`src/design/tptf_pkg.sv`:
```
// Package for the address translation core: field widths, table sizes,
// status codes and the control structs passed between the submodules.
// No dependencies.
package tptf_pkg;

   localparam int VA_W        = 16;
   localparam int PA_W        = 15;
   localparam int FRAME_OUT_W = 7;
   localparam int STATUS_W    = 2;

   localparam int PAGE_COUNT  = 256;
   localparam int FRAME_BYTES = 256;
   localparam int OFFSET_W    = $clog2(FRAME_BYTES);
   localparam int PAGE_W      = $clog2(PAGE_COUNT);

   localparam int FRAME_COUNT_DEF = 128;
   localparam int TLB_ENTRIES_DEF = 16;

   localparam logic [STATUS_W-1:0] ST_TLB_HIT = 2'd0;
   localparam logic [STATUS_W-1:0] ST_PT_HIT  = 2'd1;
   localparam logic [STATUS_W-1:0] ST_FAULT   = 2'd2;

   typedef struct packed {
      logic fill_en;
      logic evict_en;
      logic advance_en;
   } tlb_ctl_type;

   typedef struct packed {
      logic read_en;
      logic map_en;
   } pt_ctl_type;

endpackage

```
`src/design/tptf_tlb.sv`:
```
// Fully associative TLB: tag, frame and valid registers, parallel lookup,
// victim invalidation and round-robin refill.
// Depends on tptf_pkg.
module tptf_tlb #(
   parameter int TLB_ENTRIES = tptf_pkg::TLB_ENTRIES_DEF,
   parameter int FRAME_COUNT = tptf_pkg::FRAME_COUNT_DEF
) (
   input  logic                                 clock,
   input  logic                                 reset,
   input  logic [tptf_pkg::PAGE_W-1:0]          page,
   input  tptf_pkg::tlb_ctl_type                ctl,
   input  logic [$clog2(FRAME_COUNT)-1:0]       fill_frame,
   input  logic [tptf_pkg::PAGE_W-1:0]          evict_page,
   output logic                                 hit,
   output logic [$clog2(FRAME_COUNT)-1:0]       hit_frame
);
   import tptf_pkg::*;

   localparam int FRAME_W = $clog2(FRAME_COUNT);
   localparam int PTR_W   = $clog2(TLB_ENTRIES);

   logic [PAGE_W-1:0]      tag_ff   [TLB_ENTRIES];
   logic [FRAME_W-1:0]     frame_ff [TLB_ENTRIES];
   logic [TLB_ENTRIES-1:0] valid_ff, valid_in;
   logic [PTR_W-1:0]       ptr_ff, ptr_in;

   // lowest matching index wins: scan downward so the last match sticks
   always_comb begin
      hit       = 1'b0;
      hit_frame = '0;
      for (int i = TLB_ENTRIES - 1; i >= 0; i--) begin
         if (valid_ff[i] && tag_ff[i] == page) begin
            hit       = 1'b1;
            hit_frame = frame_ff[i];
         end
      end
   end

   // drop entries of the evicted page, then refill at the pointer
   always_comb begin
      valid_in = valid_ff;
      for (int i = 0; i < TLB_ENTRIES; i++) begin
         if (ctl.evict_en && valid_ff[i] && tag_ff[i] == evict_page) begin
            valid_in[i] = 1'b0;
         end
      end
      if (ctl.fill_en) begin
         valid_in[ptr_ff] = 1'b1;
      end
   end

   always_comb begin
      ptr_in = ptr_ff;
      if (ctl.advance_en) begin
         ptr_in = (ptr_ff == PTR_W'(TLB_ENTRIES - 1)) ? '0 : ptr_ff + 1'b1;
      end
   end

   always_ff @(posedge clock) begin
      if (reset) begin
         valid_ff <= '0;
         ptr_ff   <= '0;
      end else begin
         valid_ff <= valid_in;
         ptr_ff   <= ptr_in;
      end
   end

   always_ff @(posedge clock) begin
      if (ctl.fill_en) begin
         tag_ff[ptr_ff]   <= page;
         frame_ff[ptr_ff] <= fill_frame;
      end
   end

endmodule

```
`src/design/tptf_page_table.sv`:
```
// Page table: frame memory, present bits, frame owner memory and the FIFO
// frame counter with its wrap flag.
// Depends on tptf_pkg.
module tptf_page_table #(
   parameter int FRAME_COUNT = tptf_pkg::FRAME_COUNT_DEF
) (
   input  logic                                 clock,
   input  logic                                 reset,
   input  tptf_pkg::pt_ctl_type                 ctl,
   input  logic [tptf_pkg::PAGE_W-1:0]          rd_page,
   input  logic [tptf_pkg::PAGE_W-1:0]          page,
   output logic                                 present,
   output logic [$clog2(FRAME_COUNT)-1:0]       pt_frame,
   output logic [$clog2(FRAME_COUNT)-1:0]       next_frame,
   output logic                                 memory_full,
   output logic [tptf_pkg::PAGE_W-1:0]          owner_page
);
   import tptf_pkg::*;

   localparam int FRAME_W = $clog2(FRAME_COUNT);

   logic [FRAME_W-1:0]    frame_mem [PAGE_COUNT];
   logic [PAGE_W-1:0]     owner_mem [FRAME_COUNT];
   logic [PAGE_COUNT-1:0] present_ff, present_in;
   logic [FRAME_W-1:0]    next_frame_ff, next_frame_in;
   logic                  full_ff, full_in;
   logic [FRAME_W-1:0]    pt_frame_ff;
   logic [PAGE_W-1:0]     owner_ff;

   assign present     = present_ff[page];
   assign pt_frame    = pt_frame_ff;
   assign next_frame  = next_frame_ff;
   assign memory_full = full_ff;
   assign owner_page  = owner_ff;

   always_comb begin
      present_in    = present_ff;
      next_frame_in = next_frame_ff;
      full_in       = full_ff;
      if (ctl.map_en) begin
         if (full_ff) begin
            present_in[owner_ff] = 1'b0;
         end
         present_in[page] = 1'b1;
         if (next_frame_ff == FRAME_W'(FRAME_COUNT - 1)) begin
            next_frame_in = '0;
            full_in       = 1'b1;
         end else begin
            next_frame_in = next_frame_ff + 1'b1;
         end
      end
   end

   always_ff @(posedge clock) begin
      if (reset) begin
         present_ff    <= '0;
         next_frame_ff <= '0;
         full_ff       <= 1'b0;
      end else begin
         present_ff    <= present_in;
         next_frame_ff <= next_frame_in;
         full_ff       <= full_in;
      end
   end

   // reads are taken at input transfer and held until the next one
   always_ff @(posedge clock) begin
      if (ctl.read_en) begin
         pt_frame_ff <= frame_mem[rd_page];
         owner_ff    <= owner_mem[next_frame_ff];
      end
   end

   always_ff @(posedge clock) begin
      if (ctl.map_en) begin
         frame_mem[page]          <= next_frame_ff;
         owner_mem[next_frame_ff] <= page;
      end
   end

endmodule

```
`src/design/tlb_page_table_translate_fifo_core.sv`:
```
// Channel   Direction  Handshake             Payload
// req       in         req_valid/req_ready   virtual_address
// rsp       out        rsp_valid/rsp_ready   physical_address, frame_number, status,
//                                            evicted_valid, evicted_page
// For each item the transfer edge starts the page-table and frame-owner memory reads;
// the commit edge in lookup, taken once the result register is free, resolves the TLB
// and page table, writes back and loads the result register.
// Reset is synchronous and clears present bits, TLB valid bits and the counters.
// A stalled result holds the block in lookup until the result register frees.
module tlb_page_table_translate_fifo_core #(
   parameter int TLB_ENTRIES = tptf_pkg::TLB_ENTRIES_DEF,
   parameter int FRAME_COUNT = tptf_pkg::FRAME_COUNT_DEF
) (
   input  logic                                 clock,
   input  logic                                 reset,
   input  logic                                 req_valid,
   output logic                                 req_ready,
   input  logic [tptf_pkg::VA_W-1:0]            req_virtual_address,
   output logic                                 rsp_valid,
   input  logic                                 rsp_ready,
   output logic [tptf_pkg::PA_W-1:0]            rsp_physical_address,
   output logic [tptf_pkg::FRAME_OUT_W-1:0]     rsp_frame_number,
   output logic [tptf_pkg::STATUS_W-1:0]        rsp_status,
   output logic                                 rsp_evicted_valid,
   output logic [tptf_pkg::PAGE_W-1:0]          rsp_evicted_page
);
   import tptf_pkg::*;

   localparam int FRAME_W = $clog2(FRAME_COUNT);
   localparam logic S_IDLE   = 1'b0;
   localparam logic S_LOOKUP = 1'b1;

   logic                state_ff, state_in;
   logic [PAGE_W-1:0]   page_ff;
   logic [OFFSET_W-1:0] offset_ff;
   logic                accept, out_free, commit;

   logic                tlb_hit;
   logic [FRAME_W-1:0]  tlb_frame;
   logic                present;
   logic [FRAME_W-1:0]  pt_frame;
   logic [FRAME_W-1:0]  next_frame;
   logic                memory_full;
   logic [PAGE_W-1:0]   owner_page;

   tlb_ctl_type         tlb_ctl;
   pt_ctl_type          pt_ctl;

   logic [STATUS_W-1:0]            status_c;
   logic [FRAME_W-1:0]             frame_c;
   logic [FRAME_W+FRAME_OUT_W-1:0] frame_wide;
   logic [FRAME_OUT_W-1:0]         frame_out;
   logic                           ev_valid_c;
   logic [PAGE_W-1:0]              ev_page_c;

   logic                   rsp_valid_ff, rsp_valid_in;
   logic [PA_W-1:0]        pa_ff;
   logic [FRAME_OUT_W-1:0] frame_ff;
   logic [STATUS_W-1:0]    status_ff;
   logic                   ev_valid_ff;
   logic [PAGE_W-1:0]      ev_page_ff;

   assign req_ready = (state_ff == S_IDLE);
   assign accept    = req_valid && req_ready;
   assign out_free  = !rsp_valid_ff || rsp_ready;
   assign commit    = (state_ff == S_LOOKUP) && out_free;

   always_comb begin
      state_in = state_ff;
      case (state_ff)
         S_IDLE:   if (accept) state_in = S_LOOKUP;
         S_LOOKUP: if (commit) state_in = S_IDLE;
         default:  state_in = S_IDLE;
      endcase
   end

   always_ff @(posedge clock) begin
      if (reset) begin
         state_ff <= S_IDLE;
      end else begin
         state_ff <= state_in;
      end
   end

   always_ff @(posedge clock) begin
      if (accept) begin
         page_ff   <= req_virtual_address[OFFSET_W+PAGE_W-1:OFFSET_W];
         offset_ff <= req_virtual_address[OFFSET_W-1:0];
      end
   end

   // resolve TLB hit, page-table hit or fault
   always_comb begin
      ev_valid_c = 1'b0;
      ev_page_c  = '0;
      if (tlb_hit) begin
         status_c = ST_TLB_HIT;
         frame_c  = tlb_frame;
      end else if (present) begin
         status_c = ST_PT_HIT;
         frame_c  = pt_frame;
      end else begin
         status_c   = ST_FAULT;
         frame_c    = next_frame;
         ev_valid_c = memory_full;
         ev_page_c  = memory_full ? owner_page : '0;
      end
   end

   assign frame_wide = {{FRAME_OUT_W{1'b0}}, frame_c};
   assign frame_out  = frame_wide[FRAME_OUT_W-1:0];

   always_comb begin
      tlb_ctl.fill_en    = commit && (status_c != ST_TLB_HIT);
      tlb_ctl.evict_en   = commit && (status_c == ST_FAULT) && memory_full;
      tlb_ctl.advance_en = commit && (status_c == ST_FAULT);
      pt_ctl.read_en     = accept;
      pt_ctl.map_en      = commit && (status_c == ST_FAULT);
   end

   tptf_tlb #(
      .TLB_ENTRIES (TLB_ENTRIES),
      .FRAME_COUNT (FRAME_COUNT)
   ) u_tlb (
      .clock      (clock),
      .reset      (reset),
      .page       (page_ff),
      .ctl        (tlb_ctl),
      .fill_frame (frame_c),
      .evict_page (owner_page),
      .hit        (tlb_hit),
      .hit_frame  (tlb_frame)
   );

   tptf_page_table #(
      .FRAME_COUNT (FRAME_COUNT)
   ) u_page_table (
      .clock       (clock),
      .reset       (reset),
      .ctl         (pt_ctl),
      .rd_page     (req_virtual_address[OFFSET_W+PAGE_W-1:OFFSET_W]),
      .page        (page_ff),
      .present     (present),
      .pt_frame    (pt_frame),
      .next_frame  (next_frame),
      .memory_full (memory_full),
      .owner_page  (owner_page)
   );

   always_comb begin
      rsp_valid_in = rsp_valid_ff;
      if (commit) begin
         rsp_valid_in = 1'b1;
      end else if (rsp_ready) begin
         rsp_valid_in = 1'b0;
      end
   end

   always_ff @(posedge clock) begin
      if (reset) begin
         rsp_valid_ff <= 1'b0;
      end else begin
         rsp_valid_ff <= rsp_valid_in;
      end
   end

   always_ff @(posedge clock) begin
      if (commit) begin
         pa_ff       <= {frame_out[PA_W-OFFSET_W-1:0], offset_ff};
         frame_ff    <= frame_out;
         status_ff   <= status_c;
         ev_valid_ff <= ev_valid_c;
         ev_page_ff  <= ev_page_c;
      end
   end

   assign rsp_valid            = rsp_valid_ff;
   assign rsp_physical_address = pa_ff;
   assign rsp_frame_number     = frame_ff;
   assign rsp_status           = status_ff;
   assign rsp_evicted_valid    = ev_valid_ff;
   assign rsp_evicted_page     = ev_page_ff;

   a_no_overwrite: assert property (@(posedge clock) disable iff (reset)
      (rsp_valid_ff && !rsp_ready) |-> !commit)
      else $error("result register overwritten while held");

   a_busy_blocks_input: assert property (@(posedge clock) disable iff (reset)
      (state_ff == S_LOOKUP) |-> !req_ready)
      else $error("input taken during lookup");

   a_accept_to_lookup: assert property (@(posedge clock) disable iff (reset)
      accept |=> (state_ff == S_LOOKUP))
      else $error("transfer did not start a lookup");

   a_refill_hits: assert property (@(posedge clock) disable iff (reset)
      (commit && status_c != ST_TLB_HIT) |=> tlb_hit)
      else $error("refilled page misses in the TLB");

   a_evict_only_on_fault: assert property (@(posedge clock) disable iff (reset)
      (commit && status_c != ST_FAULT) |-> !ev_valid_c)
      else $error("eviction reported without a fault");

endmodule

```
`config.mk`:
```
export PLATFORM = sky130hd
export DESIGN_NAME = tlb_page_table_translate_fifo_core
export DESIGN_NICKNAME = d
export VERILOG_FILES = /design/src/design/tptf_pkg.sv /design/src/design/tptf_tlb.sv /design/src/design/tptf_page_table.sv /design/src/design/tlb_page_table_translate_fifo_core.sv
export SDC_FILE = /design/constraint.sdc
export NUM_CORES = 2
export LEC_CHECK = 0
export BUFFER_PORTS_ARGS = -buffer_cell sky130_fd_sc_hd__buf_2
export CAP_MARGIN = 20
export CELL_PAD_IN_SITES_DETAIL_PLACEMENT = 1
export CELL_PAD_IN_SITES_GLOBAL_PLACEMENT = 2
export CORE_ASPECT_RATIO = 1.1
export CORE_MARGIN = 5
export CORE_UTILIZATION = 50
export CTS_BUF_LIST = sky130_fd_sc_hd__clkbuf_8
export DETAILED_ROUTE_END_ITERATION = 7
export GPL_ROUTABILITY_DRIVEN = 0
export PLACE_DENSITY = 0.9
export SLEW_MARGIN = 30
export SYNTH_ARGS = -nofsm -noshare
export SYNTH_HDL_FRONTEND = slang
export SYNTH_HIERARCHICAL = 1
export SYNTH_SLANG_ARGS = --single-unit
```
`constraint.sdc`:
```
create_clock -name clock -period 10.1 [get_ports clock]
set_input_delay 1.515 -clock clock [delete_from_list [all_inputs] [get_ports clock]]
set_output_delay 1.515 -clock clock [all_outputs]
set_load 0.005 [all_outputs]
```
# == Word-level counts from Yosys, hierarchy flattened ==
# Memories as Yosys holds them, arrays and structs flattened. A register that Yosys moved wholly into a read port is not among the register bits.
# Index checks and enable logic that the tools add are counted.
# totals
out_inout_bits,35
ram_bits,3056
register_bits,335
mem_count,4
wordCells,204
in_bits,20
# op_classes
n_eq_ne,35
reduce_logical,63
addsub,2
order_cmp,6
muxes,74
n_bitwise,6
# memory_table
memory,words,width,read_ports,rd_clocked_by_memory_dff,wr,line_no,source
u_page_table.frame_mem,256,7,1,1,1,tptf_page_table.sv:22,logic [FRAME_W-1:0] frame_mem [PAGE_COUNT];
u_page_table.owner_mem,128,8,1,1,1,tptf_page_table.sv:23,logic [PAGE_W-1:0] owner_mem [FRAME_COUNT];
u_tlb.tag_ff,16,8,16,0,1,tptf_tlb.sv:22,logic [PAGE_W-1:0] tag_ff [TLB_ENTRIES];
u_tlb.frame_ff,16,7,16,0,1,tptf_tlb.sv:23,logic [FRAME_W-1:0] frame_ff [TLB_ENTRIES];
# ops
cell,count
256-bit 2-to-1 mux,2
256-bit bitwise AND,1
8-bit equality test,32
256-bit NOT,1
256-bit OR,1
7-bit 2-to-1 mux,19
1-bit logical AND,56
1-bit 2-to-1 mux,44
8-bit by 9-bit < comparator with 1-bit output (second input constant),2
1-bit demux with 8-bit select,2
8-bit by 1-bit greater-or-equal comparator with 1-bit output (second input constant),2
16-bit 2-to-1 mux,1
16-bit OR,1
1-bit binary-select mux with 8-bit select,1
7-bit by 1-bit adder with 7-bit output (second input constant),1
7-bit equality test (second input constant),1
4-bit by 5-bit < comparator with 1-bit output (second input constant),1
4-bit by 1-bit adder with 4-bit output (second input constant),1
1-bit demux with 4-bit select,1
4-bit equality test (second input constant),1
4-bit by 1-bit greater-or-equal comparator with 1-bit output (second input constant),1
2-bit 2-to-1 mux,2
4-bit 2-to-1 mux,1
2-bit nonzero test,2
8 further kinds,9

# == Logic depth before layout (Yosys ltp) ==
# An unclocked memory read counts as a cell.
# logic_depth
depth_word,28
depth_mapped,21
mapped_depth_nobuf,13

# == Hierarchy ==
# The synthesis kept the hierarchy.
# modules_own_cells
mod,cells_each,n_inst,seq_area_each_um2,area_each_um2
tptf_page_table,6692,1,90296.6,120185.3
tptf_tlb,945,1,7607.3,12413.2
tlb_page_table_translate_fifo_core,97,1,1301.2,1659.1

# == Worst setup path after synthesis ==
# No wires, ideal clock.
# synth_timing
path_kind,flip-flop to flip-flop
startpoint,register page_ff[5]
endpoint,memory u_page_table/owner_mem[40][0] in the netlist's numbering (enable)
period_less_slack_ns,7.387
stages_incl_launch_ff,13
arrival_ns,6.992
path_slack_ns,2.713
n_path_buf,3
setup_ns,0.395
path_cell_list,edfxtp_1 clkinv_1 mux4_2 o41ai_1 a311o_1 a31oi_1 or3_1 buf_4 nor4_1 clkbuf_1 clkbuf_1 nand3_1 nor4_1
# synth_rtl
item,line_no,source
"start, declared",tlb_page_table_translate_fifo_core.sv:34,logic [PAGE_W-1:0] page_ff;
"start signal, assigned",tlb_page_table_translate_fifo_core.sv:87,page_ff <= req_virtual_address[OFFSET_W+PAGE_W-1:OFFSET_W];
"end, declared",tptf_page_table.sv:23,

==> results.py <==
metrics = {
    "die": {
        "die_w_um": 504,
        "die_y_um": 553,
        "start_util_pct": 50.3,
        "dieArea_sq_mm": 0.279,
        "row_count": 199,
        "pin_count": 55,
        "core_area_sq_mm": 0.267,
    },
    "cts": {
        "h-tree-depth": 6,
        "clock-sinks": 3399,
        "clk_path_buf_depth": 4,
        "cts_resized": 0,
        "root_buffer": "clkbuf_8",
        "cts-buffers-inserted": 547,
        "clk_latency_ns": 1.08,
        "clk_pin_slew_worst_paths_ns": 0.06,
        "cts_tree": "done",
        "postCtsSetupBuffers": 0,
        "hold_buffers": 0,
    },
    "route": {
        "route.detailed.drc": 0,
        "postRouteAntennaNets": 0,
        "wire_per_inst_um": 33.7,
        "dr_total_vias": 79200,
        "firstDrtPassIters": 6,
        "drtIter0Drc": 10300,
        "vias_per_cell": 6.61,
        "finalWirelength_um": 404000,
    },
    "timing": {
        "hold_viol": 0,
        "report.final.setup_viol": 0,
        "setup_ws_ns": 2.50,
        "finalCriticalPeriod_ns": 7.60,
        "post-route-period-util_pct": 75.2,
        "max_freq_ghz": 0.132,
        "setup_tns_ns": 0,
        "finClkSkew_ns": 0.135,
        "max_slew_margin_pct": 23.6,
        "drv_slew": 0,
        "worst_pin_slew_ns": 1.14,
        "rsz0062_at_grt": "false",
    },
    "global_routing": {
        "grt_pass1_vias": 82700,
        "grt_usage_pct": 28.2,
        "grt_max_degree": 179,
        "overflow": 0,
        "grt_pass1_wl_um": 584000,
        "antenna_found_initial": 26,
    },
    "yosys": {
        "synth_enable_flop_cells": 3113,
        "syn_area_sq_mm": 0.134,
        "avgSynthCellArea_sq_um": 17.4,
        "syn-num-nets": 7759,
        "ys_warn_count": 6,
        "synth_top_area_cell": "edfxtp_1",
        "ys_types": 95,
        "synth_seq_cells": 3399,
        "ys_seq_area_share_pct": 73.9,
        "yosysMostFrequentCell": "edfxtp_1",
        "synth_area_leaders": "edfxtp_1, mux4_2, dfxtp_1",
        "ys.flop_type": "edfxtp_1",
        "synthCells": 7734,
        "synth_top_area_share_pct": 69.6,
        "ys_top_cells_by_count": "edfxtp_1, mux4_2, nand2_1",
        "async_reset_ff_share_pct": 0,
    },
    "final_layout": {
        "synthToLayoutAreaGrowth_pct": 10.8,
        "drive_above_1_share_pct": 18.5,
        "fillCellCount": 24200,
        "nets": 8052,
        "instances_no_fill": 12000,
    },
    "placed_design": {
        "post-dp-hpwl_um": 243000,
        "placed_cells": 11000,
        "dpl_worst_slack_ns": 2.78,
        "io_buffer_count": 54,
    },
    "pwr": {
        "power_switching_mw": 6.44,
        "power_frac_comb_pct": 4.2,
        "p_leak_nw": 51.2,
        "switching_share_pct": 23.3,
        "ir_worst_vdd_uv": 146,
        "internal_power_mw": 21.2,
        "power.density_mw_per_mm2": 186,
        "clockPowerShare_pct": 40.3,
        "pwr-share-seq_pct": 55.5,
    },
    "flow_run": {
        "max-cap-violations": 0,
    },
    "status": {
        "status": "finished clean",
    },
    "critical_path": {
        "critPathMaxFanout": 19,
        "arrival_ns": 8.21,
        "end_kind": "flop",
        "required_ns": 10.71,
        "criticalPathCategory": "reg2reg",
        "start_kind": "flop",
    },
    "hold_path": {
        "hold_path.class": "reg2reg",
    },
}
registers in the layout, indices dropped and copies added (netlist names):
name                      cells
u_page_table/frame_mem     1792
u_page_table/owner_mem     1024
u_page_table/present_ff     256
u_tlb/tag_ff                128
u_tlb/frame_ff              112
u_tlb/valid_ff               16
rsp_physical_address         15
offset_ff                     8
page_ff                       8
rsp_evicted_page              8
u_page_table/owner_page       8
u_page_table/next_frame       7
u_page_table/pt_frame         7
u_tlb/ptr_ff                  4
rsp_status                    2
rsp_evicted_valid             1
rsp_valid                     1
state_ff                      1
u_page_table/memory_full      1
cells in the final DEF (no fill, tap or decap), types with 25 or more instances in the layout:
cell	instances
a22o_1	73
clkinv_1	106
nor2_1	204
o21ai_0	282
dfxtp_1	279
buf_4	146
edfxtp_1	3113
a211oi_1	32
clkbuf_8	576
inv_1	465
a221oi_1	101
nand4_1	63
nor3_1	72
mux2_2	30
o22ai_1	40
nor2b_1	34
mux2i_1	171
mux4_2	491
mux4_1	31
nor4_1	49
nand2_1	395
xnor2_1	138
nand3_1	71
o221ai_1	46
a21oi_1	334
clkinv_2	59
a22oi_1	339
nand2b_1	25
xor2_1	121
a31oi_1	43
buf_2	49
nor2_2	27
critical path, cell delays in order, from the launching register on:
cell and delay (ns):
edfxtp_1 0.90, buf_4 0.49, mux4_1 0.63, mux4_2 0.48, a22oi_1 0.22, nand2_1 0.26
or3_1 0.71, nor4_2 0.95, buf_4 0.46, nand3_1 0.82, buf_4 0.53, nor2_1 0.64
cell type report:
cell class | count | area [sq um] | area share [%]
tap | 3517 | 4400 | 2.96
sequential | 3399 | 99200 | 66.7
multi-input combinational | 3554 | 31800 | 21.4
inverter | 287 | 1080 | 0.725
clock buffer | 576 | 7930 | 5.33
clock inverter | 404 | 2160 | 1.45
antenna | 10 | 25.0 | 0.0168
timing repair buffer | 238 | 2200 | 1.48
path summary, 6_finish.rpt:
| path | startpoint | to | depth (start not counted) | slack [ns] |
|---|---|---|---|---|
| max | page_ff[0] | u_page_table/owner_mem[7][3] | 11 | 2.50 |
| min | offset_ff[2] | rsp_physical_address[2] | 0 | 0.42 |
| max reg2reg | page_ff[0] | u_page_table/owner_mem[7][3] | 11 | 2.50 |
| min reg2reg | offset_ff[2] | rsp_physical_address[2] | 0 | 0.42 |
cell families (layout without fill, tap and decap cells):
logic type	count (synthesis)	in the layout	share of synthesized area [%]
AO/OA/AOI/OAI	1431	1431	7.08
XOR/XNOR	262	262	1.73
adder cells (fa/ha/maj)	5	5	0.0466
buffers and inverters	781	1505	2.67
flip-flops	3399	3399	73.9
multiplexers	724	724	10.4
other	0	10	0
AND/OR/NAND/NOR	1132	1132	4.19
metrics by stage:
| stage | hold slack [ns] | area (sq um) | utilization, % | power [mW] |
|---|---|---|---|---|
| floorplan | 0.400 | 134000 | - | 16.3 |
| global placement | 0.412 | 138000 | 51.7 | 16.7 |
| detailed placement | 0.410 | 138000 | 51.8 | 16.7 |
| CTS | 0.425 | 149000 | 55.6 | 27.7 |
| global route | 0.439 | 149000 | 55.7 | 28.6 |
| finish | 0.423 | 149000 | 55.7 | 27.6 |
power by group through the flow:
stage | sequential [mW] | combinational (mW) | clock (mW)
4_1_cts | 15.3 | 1.13 | 11.3
5_1_grt | 15.3 | 1.19 | 12.1
6_report | 15.3 | 1.16 | 11.1
3_3_place_gp | 15.6 | 1.08 | 0
2_1_floorplan | 15.7 | 0.642 | 0
3_5_place_dp | 15.6 | 1.12 | 0
routing by layer:
metal	routed length (um)	global-route usage, %	vias to the layer above
met2	198000	46.5	5284
met3	36100	5.16	1281
met1	144000	35.4	41000
met5	57	0	-
met4	26200	16.0	10
li1	-	-	31600
Note: power is estimated with default switching activity, not from simulation.
